`src/hw/rtl/adri_pkg.sv`:
```
// Shared types, widths and constants for the dead-reckoning integrator.
package adri_pkg;

   localparam int CALIB_SAMPLES_DEF = 64;

   localparam int ACCEL_W     = 16;
   localparam int VEL_W       = 32;
   localparam int POS_W       = 48;
   localparam int DEADBAND_W  = 15;
   localparam int ZRUN_W      = 8;
   localparam int OPCODE_W    = 2;
   localparam int CSR_INDEX_W = 2;
   localparam int CSR_DATA_W  = 16;

   localparam logic [DEADBAND_W-1:0] DEADBAND_RST   = 15'd100;
   localparam logic [ZRUN_W-1:0]     ZRUN_LIMIT_RST = 8'd5;

   typedef enum logic [OPCODE_W-1:0] {
      OP_MEASURE   = 2'd0,
      OP_CALIBRATE = 2'd1,
      OP_CLEAR     = 2'd2
   } opcode_type;

   typedef enum logic [CSR_INDEX_W-1:0] {
      CSR_DEADBAND       = 2'd0,
      CSR_ZERO_RUN_LIMIT = 2'd1
   } csr_index_type;

endpackage

```
`src/hw/rtl/accel_dead_reckoning_integrator.sv`:
```
// Flow: a request transfer loads the input register; its result moves into the
//    output register once that register is free (empty or not stalled).
// Throughput: one item per cycle unless the output stalls; conditioning, velocity,
//    position and offset update all resolve in the single stage between input and output register.
// Reset: synchronous, active high; clears motion and calibration state and the
//    offset, and sets deadband to 100 and zero-run limit to 5.
module accel_dead_reckoning_integrator #(
   parameter int CALIB_SAMPLES = adri_pkg::CALIB_SAMPLES_DEF
) (
   input  logic                                   clock,
   input  logic                                   reset,
   input  logic                                   req_valid,
   output logic                                   req_stall,
   input  logic [adri_pkg::OPCODE_W-1:0]          req_opcode,
   input  logic signed [adri_pkg::ACCEL_W-1:0]    req_accel_raw,
   output logic                                   rsp_valid,
   input  logic                                   rsp_stall,
   output logic signed [adri_pkg::ACCEL_W-1:0]    rsp_accel_clean,
   output logic signed [adri_pkg::VEL_W-1:0]      rsp_velocity,
   output logic signed [adri_pkg::POS_W-1:0]      rsp_position,
   output logic                                   rsp_stationary,
   output logic                                   rsp_calib_done,
   output logic signed [adri_pkg::ACCEL_W-1:0]    rsp_offset_now,
   input  logic                                   csr_valid,
   output logic                                   csr_ready,
   input  logic [adri_pkg::CSR_INDEX_W-1:0]       csr_index,
   input  logic [adri_pkg::CSR_DATA_W-1:0]        csr_wdata
);

   localparam int AW      = adri_pkg::ACCEL_W;
   localparam int VW      = adri_pkg::VEL_W;
   localparam int PW      = adri_pkg::POS_W;
   localparam int ZW      = adri_pkg::ZRUN_W;
   localparam int DW      = adri_pkg::DEADBAND_W;
   localparam int LOG_N   = $clog2(CALIB_SAMPLES);
   localparam int CNT_W   = LOG_N;
   localparam int SUM_W   = AW + LOG_N;
   localparam int MAG_W   = SUM_W;
   localparam int DIV_SHIFT = MAG_W + LOG_N;
   // floor(x / N) = (x * RECIP) >> DIV_SHIFT, exact for x below 2**MAG_W
   localparam logic [63:0] RECIP_FULL =
      ((64'd1 << DIV_SHIFT) + 64'(CALIB_SAMPLES) - 64'd1) / 64'(CALIB_SAMPLES);
   localparam logic [MAG_W:0]     RECIP     = RECIP_FULL[MAG_W:0];
   localparam logic [CNT_W-1:0]   CNT_LAST  = CNT_W'(CALIB_SAMPLES - 1);
   localparam logic [SUM_W-1:0]   N_MINUS_1 = SUM_W'(CALIB_SAMPLES - 1);
   localparam logic [ZW-1:0]      ZRUN_MAX  = '1;

   // handshake and input stage
   logic                    in_valid_ff;
   logic [adri_pkg::OPCODE_W-1:0] in_opcode_ff;
   logic signed [AW-1:0]    in_raw_ff;
   logic                    out_free;
   logic                    advance;

   // output stage
   logic                    rsp_valid_ff;
   logic signed [AW-1:0]    clean_ff, clean_in;
   logic                    stationary_ff, stationary_in;
   logic                    done_ff, done_in;

   // configuration
   logic [DW-1:0]           deadband_ff;
   logic [ZW-1:0]           zrun_limit_ff;

   // state
   logic signed [AW-1:0]    accel_last_ff, accel_last_in;
   logic signed [VW-1:0]    vel_last_ff, vel_last_in;
   logic signed [PW-1:0]    pos_last_ff, pos_last_in;
   logic [ZW-1:0]           zero_run_ff, zero_run_in;
   logic signed [AW-1:0]    offset_ff, offset_in;
   logic signed [SUM_W-1:0] calib_sum_ff, calib_sum_in;
   logic [CNT_W-1:0]        calib_cnt_ff, calib_cnt_in;

   // conditioning
   logic signed [AW:0]      cond_diff;
   logic signed [AW-1:0]    cond_sat;
   logic signed [AW:0]      cond_ext;
   logic signed [AW:0]      db_ext;
   logic signed [AW-1:0]    cond_accel;

   // integration
   logic signed [AW:0]      a_diff;
   logic signed [AW:0]      a_half;
   logic signed [VW+1:0]    v_sum;
   logic signed [VW-1:0]    v_sat;
   logic [ZW-1:0]           zrun_inc;
   logic                    is_zero;
   logic                    force_still;
   logic signed [VW-1:0]    v_cur;
   logic signed [VW-1:0]    v_base;
   logic signed [VW:0]      dv;
   logic signed [VW:0]      dv_half;
   logic signed [PW+1:0]    p_sum;
   logic signed [PW-1:0]    p_sat;

   // calibration
   logic signed [SUM_W-1:0] sum_new;
   logic [MAG_W-1:0]        sum_mag;
   logic [2*MAG_W:0]        quot_prod;
   logic [AW-1:0]           quot;
   logic signed [AW-1:0]    offset_new;

   assign out_free  = !rsp_valid_ff || !rsp_stall;
   assign advance   = in_valid_ff && out_free;
   assign req_stall = in_valid_ff && !out_free;
   assign csr_ready = 1'b1;

   assign rsp_valid       = rsp_valid_ff;
   assign rsp_accel_clean = clean_ff;
   assign rsp_velocity    = vel_last_ff;
   assign rsp_position    = pos_last_ff;
   assign rsp_stationary  = stationary_ff;
   assign rsp_calib_done  = done_ff;
   assign rsp_offset_now  = offset_ff;

   // offset subtract with 16-bit saturation, then deadband
   always_comb begin
      cond_diff = {in_raw_ff[AW-1], in_raw_ff} - {offset_ff[AW-1], offset_ff};
      if (cond_diff[AW] != cond_diff[AW-1]) begin
         cond_sat = cond_diff[AW] ? {1'b1, {(AW-1){1'b0}}} : {1'b0, {(AW-1){1'b1}}};
      end else begin
         cond_sat = cond_diff[AW-1:0];
      end
      cond_ext = {cond_sat[AW-1], cond_sat};
      db_ext   = {{(AW+1-DW){1'b0}}, deadband_ff};
      if (cond_ext < db_ext && cond_ext > -db_ext) begin
         cond_accel = '0;
      end else begin
         cond_accel = cond_sat;
      end
   end

   // trapezoid integration, halves truncated toward zero
   always_comb begin
      a_diff  = {cond_accel[AW-1], cond_accel} - {accel_last_ff[AW-1], accel_last_ff};
      a_half  = (a_diff + $signed({{AW{1'b0}}, a_diff[AW]})) >>> 1;
      v_sum   = {{2{vel_last_ff[VW-1]}}, vel_last_ff}
              + {{(VW+2-AW){accel_last_ff[AW-1]}}, accel_last_ff}
              + {{(VW+1-AW){a_half[AW]}}, a_half};
      if (v_sum[VW+1:VW-1] != 3'b000 && v_sum[VW+1:VW-1] != 3'b111) begin
         v_sat = v_sum[VW+1] ? {1'b1, {(VW-1){1'b0}}} : {1'b0, {(VW-1){1'b1}}};
      end else begin
         v_sat = v_sum[VW-1:0];
      end

      zrun_inc    = (zero_run_ff == ZRUN_MAX) ? ZRUN_MAX : zero_run_ff + 1'b1;
      is_zero     = (cond_accel == '0);
      force_still = is_zero && (zrun_inc > zrun_limit_ff);
      v_base      = force_still ? '0 : vel_last_ff;
      v_cur       = is_zero ? v_base : v_sat;

      dv      = {v_cur[VW-1], v_cur} - {v_base[VW-1], v_base};
      dv_half = (dv + $signed({{VW{1'b0}}, dv[VW]})) >>> 1;
      p_sum   = {{2{pos_last_ff[PW-1]}}, pos_last_ff}
              + {{(PW+2-VW){v_base[VW-1]}}, v_base}
              + {{(PW+1-VW){dv_half[VW]}}, dv_half};
      if (p_sum[PW+1:PW-1] != 3'b000 && p_sum[PW+1:PW-1] != 3'b111) begin
         p_sat = p_sum[PW+1] ? {1'b1, {(PW-1){1'b0}}} : {1'b0, {(PW-1){1'b1}}};
      end else begin
         p_sat = p_sum[PW-1:0];
      end
   end

   // floor of the calibration mean; negative sums use -ceil(-s / N)
   always_comb begin
      sum_new   = calib_sum_ff + {{(SUM_W-AW){cond_accel[AW-1]}}, cond_accel};
      sum_mag   = sum_new[SUM_W-1] ? (~sum_new + 1'b1 + N_MINUS_1) : sum_new;
      quot_prod = {{(MAG_W+1){1'b0}}, sum_mag} * {{MAG_W{1'b0}}, RECIP};
      quot      = quot_prod[DIV_SHIFT +: AW];
      // the mean of in-range samples never leaves the 16-bit range
      offset_new = sum_new[SUM_W-1] ? (~quot + 1'b1) : quot;
   end

   always_comb begin
      accel_last_in = accel_last_ff;
      vel_last_in   = vel_last_ff;
      pos_last_in   = pos_last_ff;
      zero_run_in   = zero_run_ff;
      offset_in     = offset_ff;
      calib_sum_in  = calib_sum_ff;
      calib_cnt_in  = calib_cnt_ff;
      clean_in      = '0;
      stationary_in = 1'b0;
      done_in       = 1'b0;
      case (in_opcode_ff)
         adri_pkg::OP_MEASURE: begin
            clean_in      = cond_accel;
            stationary_in = force_still;
            accel_last_in = cond_accel;
            vel_last_in   = v_cur;
            pos_last_in   = p_sat;
            zero_run_in   = is_zero ? zrun_inc : '0;
         end
         adri_pkg::OP_CALIBRATE: begin
            clean_in = cond_accel;
            if (calib_cnt_ff == CNT_LAST) begin
               offset_in    = offset_new;
               calib_sum_in = '0;
               calib_cnt_in = '0;
               done_in      = 1'b1;
            end else begin
               calib_sum_in = sum_new;
               calib_cnt_in = calib_cnt_ff + 1'b1;
            end
         end
         adri_pkg::OP_CLEAR: begin
            accel_last_in = '0;
            vel_last_in   = '0;
            pos_last_in   = '0;
            zero_run_in   = '0;
         end
         default: begin
         end
      endcase
   end

   always_ff @(posedge clock) begin
      if (reset) begin
         in_valid_ff   <= 1'b0;
         rsp_valid_ff  <= 1'b0;
         deadband_ff   <= adri_pkg::DEADBAND_RST;
         zrun_limit_ff <= adri_pkg::ZRUN_LIMIT_RST;
         accel_last_ff <= '0;
         vel_last_ff   <= '0;
         pos_last_ff   <= '0;
         zero_run_ff   <= '0;
         offset_ff     <= '0;
         calib_sum_ff  <= '0;
         calib_cnt_ff  <= '0;
      end else begin
         if (!req_stall) begin
            in_valid_ff <= req_valid;
         end
         if (out_free) begin
            rsp_valid_ff <= in_valid_ff;
         end
         if (csr_valid && csr_ready) begin
            case (csr_index)
               adri_pkg::CSR_DEADBAND:       deadband_ff   <= csr_wdata[DW-1:0];
               adri_pkg::CSR_ZERO_RUN_LIMIT: zrun_limit_ff <= csr_wdata[ZW-1:0];
               default: begin
               end
            endcase
         end
         if (advance) begin
            accel_last_ff <= accel_last_in;
            vel_last_ff   <= vel_last_in;
            pos_last_ff   <= pos_last_in;
            zero_run_ff   <= zero_run_in;
            offset_ff     <= offset_in;
            calib_sum_ff  <= calib_sum_in;
            calib_cnt_ff  <= calib_cnt_in;
         end
      end
   end

   // payload registers
   always_ff @(posedge clock) begin
      if (req_valid && !req_stall) begin
         in_opcode_ff <= req_opcode;
         in_raw_ff    <= req_accel_raw;
      end
      if (advance) begin
         clean_ff      <= clean_in;
         stationary_ff <= stationary_in;
         done_ff       <= done_in;
      end
   end

endmodule

```
`config.mk`:
```
export PLATFORM = sky130hd
export DESIGN_NAME = accel_dead_reckoning_integrator
export DESIGN_NICKNAME = d
export VERILOG_FILES = /design/src/hw/rtl/adri_pkg.sv /design/src/hw/rtl/accel_dead_reckoning_integrator.sv
export SDC_FILE = /design/constraint.sdc
export NUM_CORES = 1
export LEC_CHECK = 0
export ABC_AREA = 1
export BUFFER_PORTS_ARGS = -buffer_cell sky130_fd_sc_hd__buf_2
export CORE_MARGIN = 8
export CORE_UTILIZATION = 35
export DETAILED_ROUTE_END_ITERATION = 16
export PLACE_DENSITY_LB_ADDON = 0.1
export SLEW_MARGIN = 30
export SYNTH_ARGS = -nofsm -noshare
export SYNTH_HDL_FRONTEND = slang
export SYNTH_SLANG_ARGS = --single-unit
```
`constraint.sdc`:
```
create_clock -name clock -period 14.15 [get_ports clock]
set_clock_uncertainty 0.2 [all_clocks]
set_input_delay 0.7075 -clock clock [delete_from_list [all_inputs] [get_ports clock]]
set_output_delay 0.7075 -clock clock [all_outputs]
set_load 0.02 [all_outputs]
```
==> run summary, run 1 <==
# port buffers: 155
Slew @ Worst Pin: 0.866 ns
Total GRT Usage: 0.222
Syn Nets: 3888
synthesized area: 23400 sq um
share of layout cells above drive strength 1: 0.362
synthesis warning total: 0
crit path max-delay cell type: fa_1
MaxCap Viol Count: 0
violated checks: setup timing
CP Data Required Time: 14.39 ns
Setup Crit Path Kind: reg2reg
vias per inst: 4.88
Final min period: 14.43 ns
Critical Path Start Type: flop
CP dominant cell by count: nand2_2
Yosys top cell area share: 0.148
Core Footprint: 66700 sq um
grt ovf: 0
prevailing post-synth register cell: dfxtp_1
IO Pins: 158
post-route ant nets: 0
RSZ-0062 raised after global routing: yes
CTS tree: done
Hold Crit Class: in2reg
Initial DRC Count: 1524
Final Wtd Congestion: 0.901
vias in the first global route: 25306
Worst R2R Path Depth: 106
die area: 75500 sq um
register area share after synthesis: 0.194
hold path cells: 1
fin nets: 4840
HPWL after detailed placement: 68.7 mm
Setup crit start: in_raw_ff[0]
final slew viol count: 0
DRC violations left: 0
FF-to-FF End: rsp_position[20]
standard-cell rows: 95
DIE WIDTH: 275 um
biggest area consumer among synthesized cells: dfxtp_1
Place WS: -0.915 ns
Initial Util: 0.351
Initial DRT Pass Iterations: 6
worst reg2reg setup slack: -0.28 ns
Vias: 26373
final setup violation count: 47
Worst Hold Path EP: in_raw_ff[9]
area grow syn2layout: 53.1%
Synth area leaders: dfxtp_1 (15%), nand2_1 (15%), ha_1 (11%)
Total Routed Length: 89.2 mm
status: finished, violations left
CTS buffer count: 30
pin count of the biggest net entering global routing: 87
Final period util: 1.02
clock latency on the worst-skew pair: 0.61 ns
number of H-tree levels: 1
Slew Limit Headroom: 0.419
Critical Path End Type: flop
Worst R2R Start: in_raw_ff[0]
deepest clock path buffer count: 3
Die Height: 275 um
Max Freq: 69.3 MHz
Hold Fails Final Rpt: 0
hold_sp: req_accel_raw[9]
Post-synth EDFFs: 36
Unique masters post-synth: 62
Synth async-reset ratio: 0
Final WS setup: -0.276 ns
first-pass GRT wire length: 135 mm
drt wl/cell: 16.5 um
Worst path max stage delay: 0.52 ns
worst-path fanout max: 8
Worst EP arrival: 14.66 ns
clk root buf: clkbuf_16
CTS Sinks: 209
Seq cells post-synth: 209
Synth Instances: 3551
number of antenna violations at the first check in global routing: 0
Reg clk slew, reported paths: 0.06 ns
Synth Area per Inst: 6.60 sq um
-- placed cells by master, fill, tap and decap left out, types with 14 or more instances in the layout --
cell       count
a21o_1        20
o21ai_0       91
xor2_1       103
nor2_1       210
inv_1        430
buf_2        154
and2_1        29
dfxtp_1      169
ha_4          80
nor2_4        25
xnor2_1       60
o21ai_1       55
fa_1          80
nor2_2        40
nand3_2       55
o21ai_2       19
xor2_2        14
a21oi_1      289
o21a_1        27
buf_4        779
edfxtp_1      36
clkbuf_16     40
a31oi_1       18
nand2_4       20
nand2_1      812
a21oi_2       67
nand2_2       99
nand3_1      192
inv_2         52
ha_1         121
buf_12        18
buf_6         34
nand4_1       44
nor3_1        31
-- routing by layer --
metal / vias to the layer above / part of all wire / GRT usage
li1: 13567 / - / -
met1: 12255 / 0.45 / 0.294
met2: 465 / 0.48 / 0.384
met3: 86 / 0.047 / 0.0284
met4: 0 / 0.020 / 0.0476
met5: - / 0 / 0
-- final cells by class --
cell class	count	area, sq um
Antenna cell	1	2.50
Clock buffer	39	816
Clock inverter	17	224
Fill cell	6586	30800
Inverter	493	1880
Multi-Input combinational cell	2768	19600
Sequential cell	209	4550
Tap cell	873	1090
Timing Repair Buffer	1001	7750
-- cell families after synthesis --
group	count (synthesis)	share of synthesized area
other	1	0.000160
and+or+nand+nor	1619	0.295
xor gates and xnor gates	188	0.0706
AOI/OAI and AO/OA	661	0.156
DFF	209	0.194
buffers and inverters	577	0.0986
adders and majority gates	296	0.186
-- synth_stat cells, drive strengths merged (2+ instances only) --
cell type and number:
o21ai 166, nor3 47, a211oi 7, and3 6
o21a 27, ha 210, nand3 252, a221oi 2
nor4 12, clkbuf 49, o2111ai 2, o22ai 5
o221ai 5, xor2 119, clkinv 3, nand4 45
a31oi 27, a21oi 366, or2 6, o21bai 10
xnor2 69, nand3b 11, nand2 932, a21boi 7
buf 35, a21o 21, fa 86, and2 32
o211ai 6, edfxtp 36, nor2 275, o31ai 5
inv 490, dfxtp 173
-- per-stage QoR --
stage | setup TNS [ns] | std cells | util | area, sq um | hold WS (ns)
final | -10.34 | 5401 | 0.538 | 35900 | 0.0713
after global routing | -48.46 | 5400 | 0.538 | 35900 | 0.0539
after CTS | -0.0409 | 5354 | 0.505 | 33700 | 0.0396
after detailed placement | -42.80 | 5242 | 0.462 | 30800 | 0.260
after global placement | -32.51 | 5241 | 0.462 | 30800 | 0.251
after floorplan | 0 | 3551 | - | 23700 | 0.235
-- critical path: cells and delay by family, from the launching register on --
kind	cells	cell delay, ns
AOI/OAI and AO/OA	9	1.34
xor gates and xnor gates	4	0.84
adders and majority gates	11	3.43
buffers and inverters	26	2.71
DFF	1	0.34
and+or+nand+nor	56	5.36
-- flip-flops by register name, summed over array words and instances, names as in the netlist --
register	cells
rsp_accel_clean	16
in_valid_ff	1
accel_last_ff	16
deadband_ff	15
zrun_limit_ff	8
rsp_calib_done	1
rsp_stationary	1
calib_cnt_ff	6
calib_sum_ff	22
zero_run_ff	8
in_opcode_ff	2
rsp_velocity	32
rsp_offset_now	16
rsp_position	48
rsp_valid	1
in_raw_ff	16
-- worst max-delay path by stage --
stage / to / cells past startpoint
3_3_place_gp: rsp_position[3] / 91
5_1_grt: rsp_position[46] / 107
3_5_place_dp: rsp_position[3] / 90
6_report: rsp_position[20] / 106
2_1_floorplan: rsp_position[20] / 101
4_1_cts: rsp_position[10] / 110
-- timing repair --
item,4_1_cts,5_1_grt
pin swaps,116,198
resized for setup,280,358
setup endpoints to repair,48,48
hold buffers,0,0
cloned,8,13
endpoints found under the hold margin,0,0
setup buffers,50,37
Power of run 1 is left out: the tool's default activity adds up to more than one toggle a clock period on the data nets, which glitch-free logic cannot reach.
==> run 2: changes to the inputs <==
Settings changed: GPL_ROUTABILITY_DRIVEN set to 1, SETUP_SLACK_MARGIN set to 0.3.
==> run 2 against run 1 <==
Against the previous run:
- the run still ends with setup timing left
- worst hold slack better by 0.0072 ns
- non-clock buffer count up 8
- die area unchanged
- register-to-register slack better by 0.097 ns
- routed wire length up 0.51%
- final cell count about the same
- via count down 0.58%
- sequential share of layout area about the same
- sequential cell count unchanged
- maximum frequency up 0.68%
- setup slack better by 0.097 ns
- global-route usage up 0.56 points
- critical path type unchanged
==> run summary, run 2 (synthesis gave the netlist of run 1 again) <==
# port buffers: 155
CTS Sinks: 209
violated checks: setup timing
Largest register FFs: 48
Final period util: 1.01
Critical Path Start Type: flop
fin nets: 4847
worst-path fanout max: 8
Hold Crit Class: in2reg
Initial Util: 0.351
DRC violations left: 0
clk root buf: clkbuf_16
CTS buffer count: 29
deepest clock path buffer count: 3
RSZ-0062 raised after global routing: yes
number of antenna violations at the first check in global routing: 0
Setup crit start: rsp_offset_now[10]
Slew Limit Headroom: 0.406
crit path max-delay cell type: fa_1
placed cells: 5237
standard-cell rows: 95
fill count: 6562
Setup Crit Path Kind: reg2reg
Reg clk slew, reported paths: 0.06 ns
CP dominant cell by count: nand2_2
status: finished, violations left
first-pass GRT wire length: 138 mm
Hold Fails Final Rpt: 0
number of H-tree levels: 1
IO Pins: 158
Hold Buf Count CTS: 0
Final min period: 14.33 ns
post-route ant nets: 0
vias per inst: 4.85
Vias: 26219
drt wl/cell: 16.6 um
hold path cells: 1
Final Wtd Congestion: 0.886
Total Routed Length: 89.6 mm
# diodes: 0
clock latency on the worst-skew pair: 0.60 ns
CP Data Required Time: 14.49 ns
area grow syn2layout: 53.0%
non-filler cells, final: 5406
Initial DRC Count: 1409
final setup violation count: 47
DIE WIDTH: 275 um
CP Capture Point: rsp_position[37]
CTS tree: done
Worst EP arrival: 14.66 ns
Worst R2R Start: rsp_offset_now[10]
most common cell after layout, fill and taps aside: nand2_1
pin count of the biggest net entering global routing: 84
share of layout cells above drive strength 1: 0.362
Critical Path End Type: flop
Total GRT Usage: 0.228
Max Freq: 69.8 MHz
FF-to-FF End: rsp_position[37]
Worst path max stage delay: 0.58 ns
grt ovf: 0
Slew @ Worst Pin: 0.886 ns
worst reg2reg setup slack: -0.18 ns
Worst R2R Path Depth: 110
Final WS setup: -0.179 ns
Core Footprint: 66700 sq um
HPWL after detailed placement: 69.3 mm
Initial DRT Pass Iterations: 7
MaxCap Viol Count: 0
die area: 75500 sq um
final slew viol count: 0
most frequent cells in the layout: nand2_1 (814), buf_4 (797), inv_1 (428), a21oi_1 (279), nand3_1 (228)
vias in the first global route: 25557
Die Height: 275 um
[run 2: changes by cell type in the layout (fill, tap and decap cells not counted), sizes merged]
cell and delta:
buf +15, clkbuf -13, clkinvlp +6, diode -1, inv -2
[run 2: worst min path at each step]
stage | startpoint | endpoint
2_1_floorplan | zrun_limit_ff[1] | zrun_limit_ff[1]
3_3_place_gp | calib_cnt_ff[4] | calib_cnt_ff[4]
3_5_place_dp | zrun_limit_ff[5] | zrun_limit_ff[5]
4_1_cts | req_opcode[0] | in_opcode_ff[0]
5_1_grt | req_opcode[1] | in_opcode_ff[1]
6_report | req_accel_raw[5] | in_raw_ff[5]
[run 2: area by class of cell]
type	count	area, sq um	area share
multi-input combinational	2768	19500	0.545
timing repair buffer	1009	7790	0.217
sequential	209	4560	0.127
inverter	493	1870	0.0522
tap	873	1090	0.0305
clock buffer	33	771	0.0215
clock inverter	21	231	0.00646
[run 2: per-layer routing]
metal | wire, um | track usage
met3 | 4240 | 0.0312
met1 | 41600 | 0.307
met5 | 0 | 0
met4 | 1790 | 0.0492
met2 | 42000 | 0.385
[run 2: stage by stage]
step | util | hold slack [ns] | worst slack (ns) | TNS (ns) | instance area (sq um)
after floorplan | - | 0.235 | 0.307 | 0 | 23900
after global placement | 0.464 | 0.254 | -0.825 | -38.79 | 30900
after detailed placement | 0.464 | 0.256 | -0.901 | -41.59 | 31000
after CTS | 0.518 | 0.0351 | 0.00604 | 0 | 34500
after global routing | 0.537 | 0.0533 | -1.26 | -57.59 | 35800
final | 0.537 | 0.0785 | -0.179 | -5.97 | 35800
[run 2: repair_timing]
item / in CTS / in global routing
cloned: 12 / 2
setup buffers: 74 / 27
endpoints found under the setup margin: 48 / 48
resized for setup: 357 / 243
pin swaps: 170 / 152
[run 2: critical path, delay by kind of cell (launching register included)]
kind / cells / cell delay (ns)
simple gates: 58 / 5.67
fa+ha+maj: 12 / 3.58
buf+inv: 26 / 2.53
compound gates: 12 / 1.52
xor+xnor: 2 / 0.43
flops: 1 / 0.32
Power of run 2 is left out for the same reason.
